==> config.mk <==
export PLATFORM = sky130hd
export DESIGN_NAME = forgiving_base64_decoder
export DESIGN_NICKNAME = d
export VERILOG_FILES = /design/src/hdl/b64dec_pkg.sv /design/src/hdl/forgiving_base64_decoder.sv
export SDC_FILE = /design/constraint.sdc
export NUM_CORES = 1
export LEC_CHECK = 0
export ABC_AREA = 1
export BUFFER_PORTS_ARGS = -buffer_cell sky130_fd_sc_hd__buf_2
export CAP_MARGIN = 20
export CORE_AREA = 2 2 124 66
export DETAILED_ROUTE_END_ITERATION = 10
export DIE_AREA = 0 0 126 68
export GPL_ROUTABILITY_DRIVEN = 0
export PLACE_DENSITY = 0.78
export SLEW_MARGIN = 20
export SYNTH_ARGS = -nofsm -noshare
export SYNTH_HDL_FRONTEND = slang
export SYNTH_SLANG_ARGS = --single-unit
==> constraint.sdc <==
create_clock -name i_clk -period 6.3 [get_ports i_clk]
set_clock_uncertainty 0.15 [all_clocks]
set_input_delay 0.945 -clock i_clk [delete_from_list [all_inputs] [get_ports i_clk]]
set_output_delay 0.945 -clock i_clk [all_outputs]
set_load 0.1 [all_outputs]
==> src/hdl/b64dec_pkg.sv <==
// Shared types, codes and the alphabet lookup for the base64 decoder.
// No dependencies.
`default_nettype none

package b64dec_pkg;

    typedef logic [1:0] t_kind;

    localparam t_kind KIND_DATA    = 2'd0;
    localparam t_kind KIND_END_OK  = 2'd1;
    localparam t_kind KIND_END_ERR = 2'd2;

    localparam logic [7:0] PAD_CHAR  = 8'h3D;
    localparam logic [5:0] SEXTET_62 = 6'd62;
    localparam logic [5:0] SEXTET_63 = 6'd63;

    typedef struct packed {
        logic       valid;
        logic [5:0] value;
    } t_sextet;

    typedef struct packed {
        t_kind      kind;
        logic [7:0] data;
        logic       last;
    } t_result;

    // Map one encoded byte to its 6-bit value; valid is low outside the alphabet.
    function automatic t_sextet sextet_of(input logic [7:0] c);
        t_sextet s;
        s.valid = 1'b1;
        s.value = '0;
        if (c >= 8'h41 && c <= 8'h5A) begin
            s.value = 6'(c - 8'h41);
        end else if (c >= 8'h61 && c <= 8'h7A) begin
            s.value = 6'(c - 8'h61 + 8'd26);
        end else if (c >= 8'h30 && c <= 8'h39) begin
            s.value = 6'(c - 8'h30 + 8'd52);
        end else if (c == 8'h2B) begin
            s.value = SEXTET_62;
        end else if (c == 8'h2F) begin
            s.value = SEXTET_63;
        end else begin
            s.valid = 1'b0;
        end
        return s;
    endfunction

endpackage

`default_nettype wire

==> src/hdl/forgiving_base64_decoder.sv <==
// Forgiving base64 decoder, top level: decode state and result queue.
// Depends on b64dec_pkg.
`default_nettype none

// Usage
// -----
// Slave channel (i_s_*): one encoded byte per request in tdata, tlast on the
// final byte of a string. Whitespace, non-alphabet bytes and '=' pads are
// skipped. Master channel (o_m_*): decoded bytes, tuser = kind (data,
// end ok, end error); the last byte of a string yields an end marker with
// tlast high and tdata zero. An end-error marker flags the string as malformed.
// The results of a request are written into a four-entry result queue at
// the accepting edge; o_m_* is driven straight from the queue head.
// Throughput: one input request per cycle while o_s_tready is high. A request
// makes at most two results; tready stays high while the queue has room for
// two, so the output port (one result per cycle) is what sets the rate when
// strings are short, since each end marker is a result of its own.
// Receiver stall: results wait in the queue; once fewer than two slots are
// free, o_s_tready drops until the receiver drains it. Nothing is lost.
// Reset (i_rst_n low, synchronous): decode state and queue are cleared,
// any queued results are dropped.
module forgiving_base64_decoder (
    input  wire                 i_clk,
    input  wire                 i_rst_n,
    input  wire                 i_s_tvalid,
    output logic                o_s_tready,
    input  wire  [7:0]          i_s_tdata,   // [7:0] in_byte
    input  wire                 i_s_tlast,   // is_last
    output logic                o_m_tvalid,
    input  wire                 i_m_tready,
    output logic [7:0]          o_m_tdata,   // [7:0] out_byte
    output b64dec_pkg::t_kind   o_m_tuser,   // [1:0] out_kind
    output logic                o_m_tlast    // out_last
);
    import b64dec_pkg::*;

    localparam int QDEPTH = 4;
    localparam int QPW    = $clog2(QDEPTH);

    // decode state
    logic [1:0] r_phase, n_phase;
    logic [7:0] r_partial, n_partial;
    logic       r_pad_pending, n_pad_pending;
    logic       r_err, n_err;

    // result queue
    t_result          r_q [QDEPTH];
    logic [QPW-1:0]   r_wr, r_rd;
    logic [QPW:0]     r_count;

    logic       in_acc, out_acc;
    t_sextet    sx;
    logic       emit_data;
    logic [7:0] data_byte;
    t_result    res0, res1;
    logic [1:0] n_push;

    assign in_acc  = i_s_tvalid && o_s_tready;
    assign out_acc = o_m_tvalid && i_m_tready;
    assign sx      = sextet_of(i_s_tdata);

    // room for the worst case of two results
    assign o_s_tready = (r_count <= (QPW+1)'(QDEPTH - 2));

    always_comb begin
        n_phase       = r_phase;
        n_partial     = r_partial;
        n_pad_pending = r_pad_pending;
        n_err         = r_err;
        emit_data     = 1'b0;
        data_byte     = '0;
        if (!r_err) begin
            if (i_s_tdata == PAD_CHAR) begin
                if (r_phase == 2'd1) begin
                    n_pad_pending = 1'b1;
                    if (i_s_tlast) n_err = 1'b1;
                end
            end else if (r_pad_pending) begin
                n_err = 1'b1;   // pad at phase one not followed by a second pad
            end else if (sx.valid) begin
                n_phase = r_phase + 2'd1;
                unique case (r_phase)
                    2'd0: begin
                        n_partial = {sx.value, 2'b00};
                    end
                    2'd1: begin
                        emit_data = 1'b1;
                        data_byte = r_partial | {6'd0, sx.value[5:4]};
                        n_partial = {sx.value[3:0], 4'd0};
                    end
                    2'd2: begin
                        emit_data = 1'b1;
                        data_byte = r_partial | {4'd0, sx.value[5:2]};
                        n_partial = {sx.value[1:0], 6'd0};
                    end
                    default: begin
                        emit_data = 1'b1;
                        data_byte = r_partial | {2'd0, sx.value};
                        n_partial = '0;
                    end
                endcase
            end
        end
    end

    // order results: data byte first, end marker second
    always_comb begin
        t_result term;
        term.kind = n_err ? KIND_END_ERR : KIND_END_OK;
        term.data = '0;
        term.last = 1'b1;
        res0.kind = KIND_DATA;
        res0.data = data_byte;
        res0.last = 1'b0;
        res1      = term;
        if (!emit_data) res0 = term;
        n_push = {1'b0, emit_data} + {1'b0, i_s_tlast};
    end

    always_ff @(posedge i_clk) begin
        if (!i_rst_n) begin
            r_phase       <= '0;
            r_partial     <= '0;
            r_pad_pending <= 1'b0;
            r_err         <= 1'b0;
        end else if (in_acc) begin
            if (i_s_tlast) begin
                r_phase       <= '0;
                r_partial     <= '0;
                r_pad_pending <= 1'b0;
                r_err         <= 1'b0;
            end else begin
                r_phase       <= n_phase;
                r_partial     <= n_partial;
                r_pad_pending <= n_pad_pending;
                r_err         <= n_err;
            end
        end
    end

    // queue storage
    always_ff @(posedge i_clk) begin
        if (in_acc && (n_push != 2'd0)) begin
            r_q[r_wr] <= res0;
        end
        if (in_acc && (n_push == 2'd2)) begin
            r_q[r_wr + QPW'(1)] <= res1;
        end
    end

    // queue pointers
    always_ff @(posedge i_clk) begin
        if (!i_rst_n) begin
            r_wr    <= '0;
            r_rd    <= '0;
            r_count <= '0;
        end else begin
            if (in_acc) r_wr <= r_wr + QPW'(n_push);
            if (out_acc) r_rd <= r_rd + QPW'(1);
            r_count <= r_count + (in_acc ? (QPW+1)'(n_push) : '0)
                               - (out_acc ? (QPW+1)'(1) : '0);
        end
    end

    assign o_m_tvalid = (r_count != '0);
    assign o_m_tdata  = r_q[r_rd].data;
    assign o_m_tuser  = r_q[r_rd].kind;
    assign o_m_tlast  = r_q[r_rd].last;

    // queue never overfills
    a_no_overflow: assert property (@(posedge i_clk) disable iff (!i_rst_n)
        r_count <= (QPW+1)'(QDEPTH))
        else $error("result queue overflow");

    // a pending pad only exists at phase one
    a_pad_phase: assert property (@(posedge i_clk) disable iff (!i_rst_n)
        r_pad_pending |-> (r_phase == 2'd1))
        else $error("pad pending outside phase one");

    // end of string returns decode state to reset
    a_string_end: assert property (@(posedge i_clk) disable iff (!i_rst_n)
        (in_acc && i_s_tlast) |=> (r_phase == 2'd0 && !r_pad_pending && !r_err))
        else $error("state not cleared after last byte");

    // end markers carry a zero byte and never the data kind
    a_marker: assert property (@(posedge i_clk) disable iff (!i_rst_n)
        (o_m_tvalid && o_m_tlast) |-> (o_m_tdata == 8'd0 && o_m_tuser != KIND_DATA))
        else $error("malformed end marker");

endmodule

`default_nettype wire

After elaboration in Yosys (flattened, before gate mapping)
Memories as Yosys holds them, arrays and structs flattened. A register that Yosys moved wholly into a read port is not among the register bits.
Cells that the tools add are included.
- logic and storage cells: 105
- input port bits: 13
- output and inout port bits: 13
- bits in writable memories: 44
- register bits: 19
- memories: 1
- multiplexer cells: 51
- reduce and logical (&&, ||, !) cells: 15
- equal/unequal tests: 9
- add/subtract/negate cells: 12
- bitwise gates (word level): 3
- $lt $le $gt $ge: 7
- memory list (name ; depth ; width ; rd ports ; clocked after Yosys merged registers in ; write ports ; RTL line ; text):
    r_q ; 4 ; 11 ; 1 ; 1 ; 2 ; forgiving_base64_decoder.sv:47 ; t_result r_q [QDEPTH];
- operators by type and width (kind ; number):
    two-way mux 8 bit ; 9
    one-hot mux 8 bit (3 select lines) ; 2
    two-way mux 6 bit ; 5
    two-way mux 1 bit ; 25
    == test 8 x 6 -> 1 bit (second input constant) ; 3
    two-way mux 2 bit ; 9
    >= comparator 8 x 7 -> 1 bit (second input constant) ; 2
    less-or-equal comparator 8 x 7 -> 1 bit (second input constant) ; 2
    subtractor 6 bit (second input constant) ; 2
    two-way mux 11 bit ; 1
    >= comparator 8 x 6 -> 1 bit (second input constant) ; 1
    less-or-equal comparator 8 x 6 -> 1 bit (second input constant) ; 1
    OR 8 x 2 -> 8 bit ; 1
    OR 8 x 4 -> 8 bit ; 1
    OR 8 x 6 -> 8 bit ; 1
    nonzero test 2 bit ; 4
    logical AND 1 bit ; 7
    adder 2 x 1 -> 2 bit (second input constant) ; 3
    adder 6 x 5 -> 6 bit (second input constant) ; 1
    adder 6 bit (second input constant) ; 1
    != test 2 bit (second input constant) ; 3
    subtractor 6 x 1 -> 6 bit (second input constant) ; 1
    AND reduction 5 bit ; 1
    == test 2 bit (second input constant) ; 2
    9 further kinds ; 9

Longest topological paths before layout
Gate-level depths: netlist (run 1).
- depth in word-level cells: 15
- gate-level depth with buffers: 21
- gate-level depth less buffers: 20

Worst setup path before layout (run 1)
No wires, ideal clock.
- kind: input to register
- start point: in i_s_tdata[2]
- end point: reg r_count[2]
- arrival: 3.593 ns
- required time: 6.033 ns
- path buffers: 1
- path slack: 2.439 ns
- setup time: 0.117 ns
- stages on the path: 21
- cells stage by stage: buf_2 > inv_1 > ha_1 > inv_1 > nand2_1 > nand2_1 > nand2_1 > nand2_1 > nand2_2 > nand3b_4 > nand3_4 > ha_1 > nand2_1 > ha_1 > inv_1 > ha_1 > inv_1 > fa_1 > xor2_1 > inv_1 > nor2_1
- longest elaborated chain between the ends: 14
- elaborated cells on any way between the ends: 25
- classes of those cells: 3 x add/sub; 6 x order compare; 3 x eq/ne; 10 x mux; 3 x reduce/logical
- ends and longest elaborated chain (what ; RTL line ; text):
    from (decl) ; forgiving_base64_decoder.sv:27 ; input wire [7:0] i_s_tdata,
    branches (longest 8 deep; another with >= comparator 8 x 6 -> 1 bit) ; - ;
    two-way mux 1 bit (*) ; forgiving_base64_decoder.sv:73 ; if (i_s_tdata == PAD_CHAR) begin
    two-way mux 1 bit (*) ; forgiving_base64_decoder.sv:72 ; if (!r_err) begin
    adder 1 x 1 -> 2 bit (*) ; forgiving_base64_decoder.sv:117 ; n_push = {1'b0, emit_data} + {1'b0, i_s_tlast};
    two-way mux 2 bit (*) ; forgiving_base64_decoder.sv:160 ; r_count <= r_count + (in_acc ? (QPW+1)'(n_push) : '0)
    adder 3 x 2 -> 3 bit (*) ; forgiving_base64_decoder.sv:160 ;
    subtractor 3 x 1 -> 3 bit (*) ; forgiving_base64_decoder.sv:161 ; - (out_acc ? (QPW+1)'(1) : '0);
    to (signal assigned) ; forgiving_base64_decoder.sv:160 ;
    to (decl) ; forgiving_base64_decoder.sv:49 ; logic [QPW:0] r_count;
Every way passes the cells marked *.
A chain may end at the register's enable or synchronous reset.

==> results of run 1 <==
==> per-stage QoR <==
stage                     cell area, um^2  hold slack [ps]  setup WS, ps  cells  utilization [%]
after detailed placement             4050            291.2          2022    673            53.31
after global placement               4050            286.3          2143    673            53.31
after floorplan                      3857            270.9          2439    559                -
after global routing                 4362            321.0          1971    689            57.41
after CTS                            4362            301.7          2374    689            57.41
final                                4362            304.6          2300    689            57.41
==> sequential cells by signal, indices dropped and copies added (netlist names), named ones only <==
| name | count |
|---|---|
| r_count | 3 |
| r_pad_pending | 1 |
| r_err | 1 |
| r_q | 44 |
| r_wr | 2 |
| r_phase | 2 |
| r_rd | 2 |
| r_partial | 6 |
==> cells in the mapped netlist (all sizes together) <==
cell    instances
nor2           54
nor3            8
nand2         168
clkbuf          7
inv            58
fa              1
ha             20
clkinv          2
o22ai          11
a211oi          1
o21ai          48
xnor2           2
buf             4
edfxtp          8
or2             1
dfxtp          55
nand3b          4
xor2            8
nand4          14
nand3          64
a21oi          21
==> layer usage <==
metal	vias to the layer above	track usage (%)	wire, um
li1	1892	-	-
met5	-	0	0
met2	208	34.27	3967
met1	1762	38.84	5141
met3	7	11.34	1400
met4	0	4.533	55
==> cell families (layout without fill, tap and decap cells) <==
kind of cell             count (synthesis)  in the layout
AND/OR/NAND/NOR                        313            313
AO/OA/AOI/OAI                           81             81
buffers and inverters                   71            101
flip-flops                              63             63
adder cells (fa/ha/maj)                 21             21
XOR/XNOR                                10             10
==> final timing paths <==
| check | startpoint | to | cells past startpoint |
|---|---|---|---|
| max | i_s_tdata[1] | r_q[3][8] | 20 |
| min | r_q[2][1] | r_q[2][1] | 2 |
| max reg2reg | r_phase[0] | r_q[3][8] | 13 |
| min reg2reg | r_q[2][1] | r_q[2][1] | 2 |
==> power groups by stage <==
| stage | logic (mW) | registers [mW] | clock network (mW) |
|---|---|---|---|
| 4_1_cts | 0.595 | 0.479 | 0.528 |
| 6_report | 0.601 | 0.480 | 0.522 |
| 2_1_floorplan | 0.500 | 0.469 | 0 |
| 5_1_grt | 0.644 | 0.486 | 0.544 |
| 3_5_place_dp | 0.591 | 0.486 | 0 |
| 3_3_place_gp | 0.583 | 0.485 | 0 |
==> worst register-to-register path: cells and delay by family (launching register included) <==
family	cells	cell delay [ps]
compound gates	1	80
buf+inv	5	730
fa+ha+maj	2	480
simple gates	5	930
flops	1	390
==> layout make-up <==
class	count	area [um^2]	area share, %
Tap cell	100	125.1	2.869
Clock inverter	7	86.33	1.979
Clock buffer	9	225.2	5.164
Multi-Input combinational cell	425	2231	51.15
Timing Repair Buffer	25	125.1	2.869
Sequential cell	63	1341	30.75
Inverter	60	227.7	5.221
==> flow_summary.json, run 1 <==
{
  "grt_usage_pct": 26.06,
  "synth_area_leaders": "dfxtp_1 (29%), nand2_1 (16%), nand3_1 (7.9%)",
  "routed_wl_um": 10570,
  "n_antenna_cell": 0,
  "cts_setup_buffers": 0,
  "root_buffer": "clkbuf_16",
  "power_density_nw_per_um2": 367.5,
  "maxCapViolations": 0,
  "slew_violations": 0,
  "core-area_um2": 7597,
  "mostFrequentLayoutCells": "nand2_1 (161), nand3_1 (61), dfxtp_1 (55)",
  "synth_top_family_by_area": "simple AND/OR/NAND/NOR gates",
  "p_comb_share_pct": 37.5,
  "firstDrtPassIters": 5,
  "initial_core_util_pct": 50.77,
  "final_common_cell": "nand2_1",
  "h-tree-depth": 3,
  "antenna_found_initial": 0,
  "cts_tree": "yes",
  "clk_latency_ps": 330,
  "clockPowerShare_pct": 32.6,
  "synthAdderAreaFrac_pct": 7.006,
  "crit_fanout": 9,
  "cp-start-kind": "primary input",
  "vdd_drop_max_mv": 0.3328,
  "grt_max_degree": 24,
  "rsz0062_at_grt": "false",
  "max-clock-path-buffers": 2,
  "cp.required_ps": 6350,
  "avgViaCountPerCell": 5.615,
  "n_fill_cell": 699,
  "post_drt_wl_per_cell_um": 15.33,
  "min_period_ps": 4000,
  "r2r_setup_slack_ps": 3410,
  "grt_pass1_vias": 3371,
  "synth-compound-area-share_pct": 11.42,
  "power.internal_mw": 0.9077,
  "overflow": 0,
  "crit_path_end_kind": "flop",
  "period_share_pct": 63.50,
  "cts_inserted_buffers": 9,
  "path_clk_slew_ps": 50,
  "max_stage_delay_ps": 290,
  "crit_type": "in2reg",
  "cpLargestDelayFamily": "simple AND/OR/NAND/NOR gates",
  "hold_viol": 0,
  "slowest_stage": "nor3_2",
  "synth_seq_area_share_pct": 34.77,
  "relSlewSlack_pct": 50.34,
  "switching_share_pct": 43.36,
  "syn_inst": 559,
  "crit_top_cell": "nand2_1",
  "synth_area_um2": 3857,
  "worst_pin_slew_ps": 743.9,
  "drc": 0,
  "finalPower_mw": 1.603,
  "die_w_um": 126,
  "outcome": "completed",
  "post_cts_resized": 0,
  "synth.distinct_cells": 36,
  "power_frac_seq_pct": 30.0,
  "synthXorXnorAreaFrac_pct": 2.271,
  "synth_top_area_share_pct": 28.54,
  "muxShareOfSynthArea_pct": 0,
  "hold_buffers": 0,
  "syn_to_final_growth_pct": 13.07,
  "cp_num_buf_inv": 6,
  "nNetsFinal": 618,
  "synth-simple-area-share_pct": 37.14,
  "avgSynthCellArea_um2": 6.901,
  "clock_sinks": 63,
  "p_leak_nw": 2.043,
  "synth-seq-cells": 63,
  "final_layout_size_suffix_gt1_share_pct": 13.58,
  "yosys.area.top_type": "dfxtp_1",
  "yosys_warnings": 0,
  "ant_nets": 0,
  "switchingPower_mw": 0.6950,
  "vias": 3869,
  "dieArea_um2": 8568,
  "grt_pass1_wl_um": 17250,
  "critPathArrivalTime_ps": 4050,
  "syn_nets": 593,
  "crit_chain": "buf_2, inv_1, ha_1, inv_1, nand2_1, nand2_1, nor2_1, nor2_2, nand2_4, nand3b_4, nand3_4, ha_1, nor2_1, inv_2, nor3_2, inv_1, nand2_1, inv_2, nand2_1, o21ai_1",
  "rows": 23,
  "setup_viol": 0,
  "drt_iter0_drc": 385,
  "dp_hpwl_um": 7995,
  "die_h_um": 68,
  "hp-class": "reg2reg",
  "max_freq_mhz": 250.0,
  "numPortBuffers": 25,
  "setup_tns_ps": 0,
  "ioPinCount": 26
}
Power figures use the tool's default switching activity.
==> run 2, diff against run 1 <==
- clock period: 6.3 -> 3.8 ns (I/O delays scaled with it)
==> run 2 against run 1 <==
  * Design area increased by 1.5%
  * Largest power group unchanged
  * Worst hold slack got worse by 5.4 ps
  * Clock power increased by 39%
  * Non-clock buffer count increased by 14
  * Core utilization increased by 0.84 points
  * Largest cell class unchanged
  * Global-route usage decreased by 0.42 points
  * Wire length decreased by 0.43%
  * Via count increased by 1.5%
  * Total power increased by 58%
==> flow_summary.json, run 2 (synthesis gave the netlist of run 1 again) <==
{
  "die_w_um": 126,
  "outcome": "completed",
  "setup_viol": 0,
  "maxCapViolations": 0,
  "min_period_ps": 3464,
  "rows": 23,
  "syn_to_final_growth_pct": 14.73,
  "cp.required_ps": 3860,
  "ant_nets": 0,
  "n_antenna_cell": 0,
  "final_layout_size_suffix_gt1_share_pct": 15.45,
  "mostFrequentLayoutCells": "nand2_1 (161), nand3_1 (61), dfxtp_1 (55)",
  "vias": 3926,
  "critPathArrivalTime_ps": 3530,
  "numPortBuffers": 25,
  "antenna_found_initial": 0,
  "initial_core_util_pct": 50.77,
  "ioPinCount": 26,
  "slowest_stage": "fa_1",
  "setup_slack_ps": 335.6,
  "grt_max_degree": 24,
  "p_leak_nw": 2.083,
  "grt_pass1_vias": 3457,
  "relSlewSlack_pct": 57.08,
  "crit_chain": "buf_2, inv_1, ha_1, inv_1, nand2_1, nand2_1, nand2_1, nand2_1, nand2_2, nand3b_4, nand3_4, ha_1, nand2_1, ha_1, inv_1, ha_1, inv_1, fa_1, xor2_1, inv_1, nor2_1",
  "crit_path_end_kind": "flop",
  "cp-start-kind": "primary input",
  "worst_r2r_endpoint": "r_count[2]",
  "reg2reg_depth": 14,
  "crit_fanout": 7,
  "routed_wl_um": 10520,
  "max_freq_mhz": 288.7,
  "hold_viol": 0,
  "slew_violations": 0,
  "h-tree-depth": 3,
  "max-clock-path-buffers": 2,
  "post_drt_wl_per_cell_um": 14.99,
  "max_stage_delay_ps": 390,
  "setup_tns_ps": 0,
  "grt_pass1_wl_um": 17100,
  "die_h_um": 68,
  "cts_tree": "yes",
  "cts_inserted_buffers": 9,
  "root_buffer": "clkbuf_16",
  "dp_hpwl_um": 8149,
  "final_common_cell": "nand2_1",
  "nNetsFinal": 632,
  "worst_pin_slew_ps": 643.1,
  "grt_usage_pct": 25.64,
  "drt_iter0_drc": 505,
  "r2r_setup_slack_ps": 970,
  "largestRegisters": "r_q x44, r_partial x6, r_count x3",
  "avgViaCountPerCell": 5.593,
  "clk_latency_ps": 330,
  "post_cts_resized": 0,
  "largest_register_ff_count": 44,
  "post-place-ws_ps": 23.45,
  "r2r_start": "r_phase[0]",
  "hp-class": "reg2reg",
  "vdd_drop_max_mv": 0.5395,
  "crit_type": "in2reg",
  "regMostFlops": "r_q",
  "crit_end": "r_count[2]",
  "rsz0062_at_grt": "false",
  "dieArea_um2": 8568,
  "drc": 0,
  "period_share_pct": 91.17,
  "clock_sinks": 63,
  "overflow": 0,
  "path_clk_slew_ps": 50,
  "hold_buffers": 0,
  "crit_start": "i_s_tdata[1]",
  "firstDrtPassIters": 6,
  "core-area_um2": 7597,
  "power_density_nw_per_um2": 573.9,
  "n_fill_cell": 684,
  "cts_setup_buffers": 0
}
run 2: worst max-delay path: cells and delay by family:
kind | cells | cell delay [ps]
adders and majority gates | 5 | 1350
buffers and inverters | 6 | 530
and+or+nand+nor | 9 | 920
xor gates and xnor gates | 1 | 170
run 2: worst min path at each step:
stage | startpoint | endpoint | cells past startpoint
global route | r_q[1][4] | r_q[1][4] | 2
floorplan | r_q[1][1] | r_q[1][1] | 2
global placement | r_q[2][1] | r_q[2][1] | 2
CTS | r_q[2][4] | r_q[2][4] | 2
finish | r_q[2][4] | r_q[2][4] | 2
detailed placement | r_q[2][4] | r_q[2][4] | 2
run 2: area by class of cell:
cell class / instances / area [um^2] / area share, %
inverter: 60 / 227.7 / 5.146
sequential: 63 / 1341 / 30.31
clock inverter: 4 / 22.52 / 0.5089
timing repair buffer: 39 / 230.2 / 5.202
clock buffer: 11 / 242.7 / 5.485
multi-input combinational: 425 / 2236 / 50.52
tap: 100 / 125.1 / 2.827
run 2: routing by layer:
metal  vias up  track usage [%]  share of wire (%)
met1      1790            39.12                 48
met5         -                0                  0
li1       1914                -                  -
met2       214            35.08                 38
met4         0            4.533               0.62
met3         8            8.131                 14
run 2: power by group:
| part | internal [mW] | total [mW] | switching [mW] |
|---|---|---|---|
| clock | 0.451 | 0.728 | 0.278 |
| combinational | 0.218 | 1.03 | 0.815 |
| sequential | 0.733 | 0.778 | 0.0452 |
| total | 1.40 | 2.54 | 1.14 |
run 2: per-stage QoR:
stage | utilization (%) | cells | total power, mW | hold WS [ps] | cell area [um^2]
5_1_grt | 58.25 | 702 | 2.654 | 304.5 | 4425
3_3_place_gp | 54.69 | 687 | 1.791 | 284.5 | 4155
2_1_floorplan | - | 559 | 1.606 | 270.9 | 3857
3_5_place_dp | 54.69 | 687 | 1.808 | 285.0 | 4155
6_report | 58.25 | 702 | 2.540 | 299.2 | 4425
4_1_cts | 58.19 | 702 | 2.538 | 299.0 | 4420
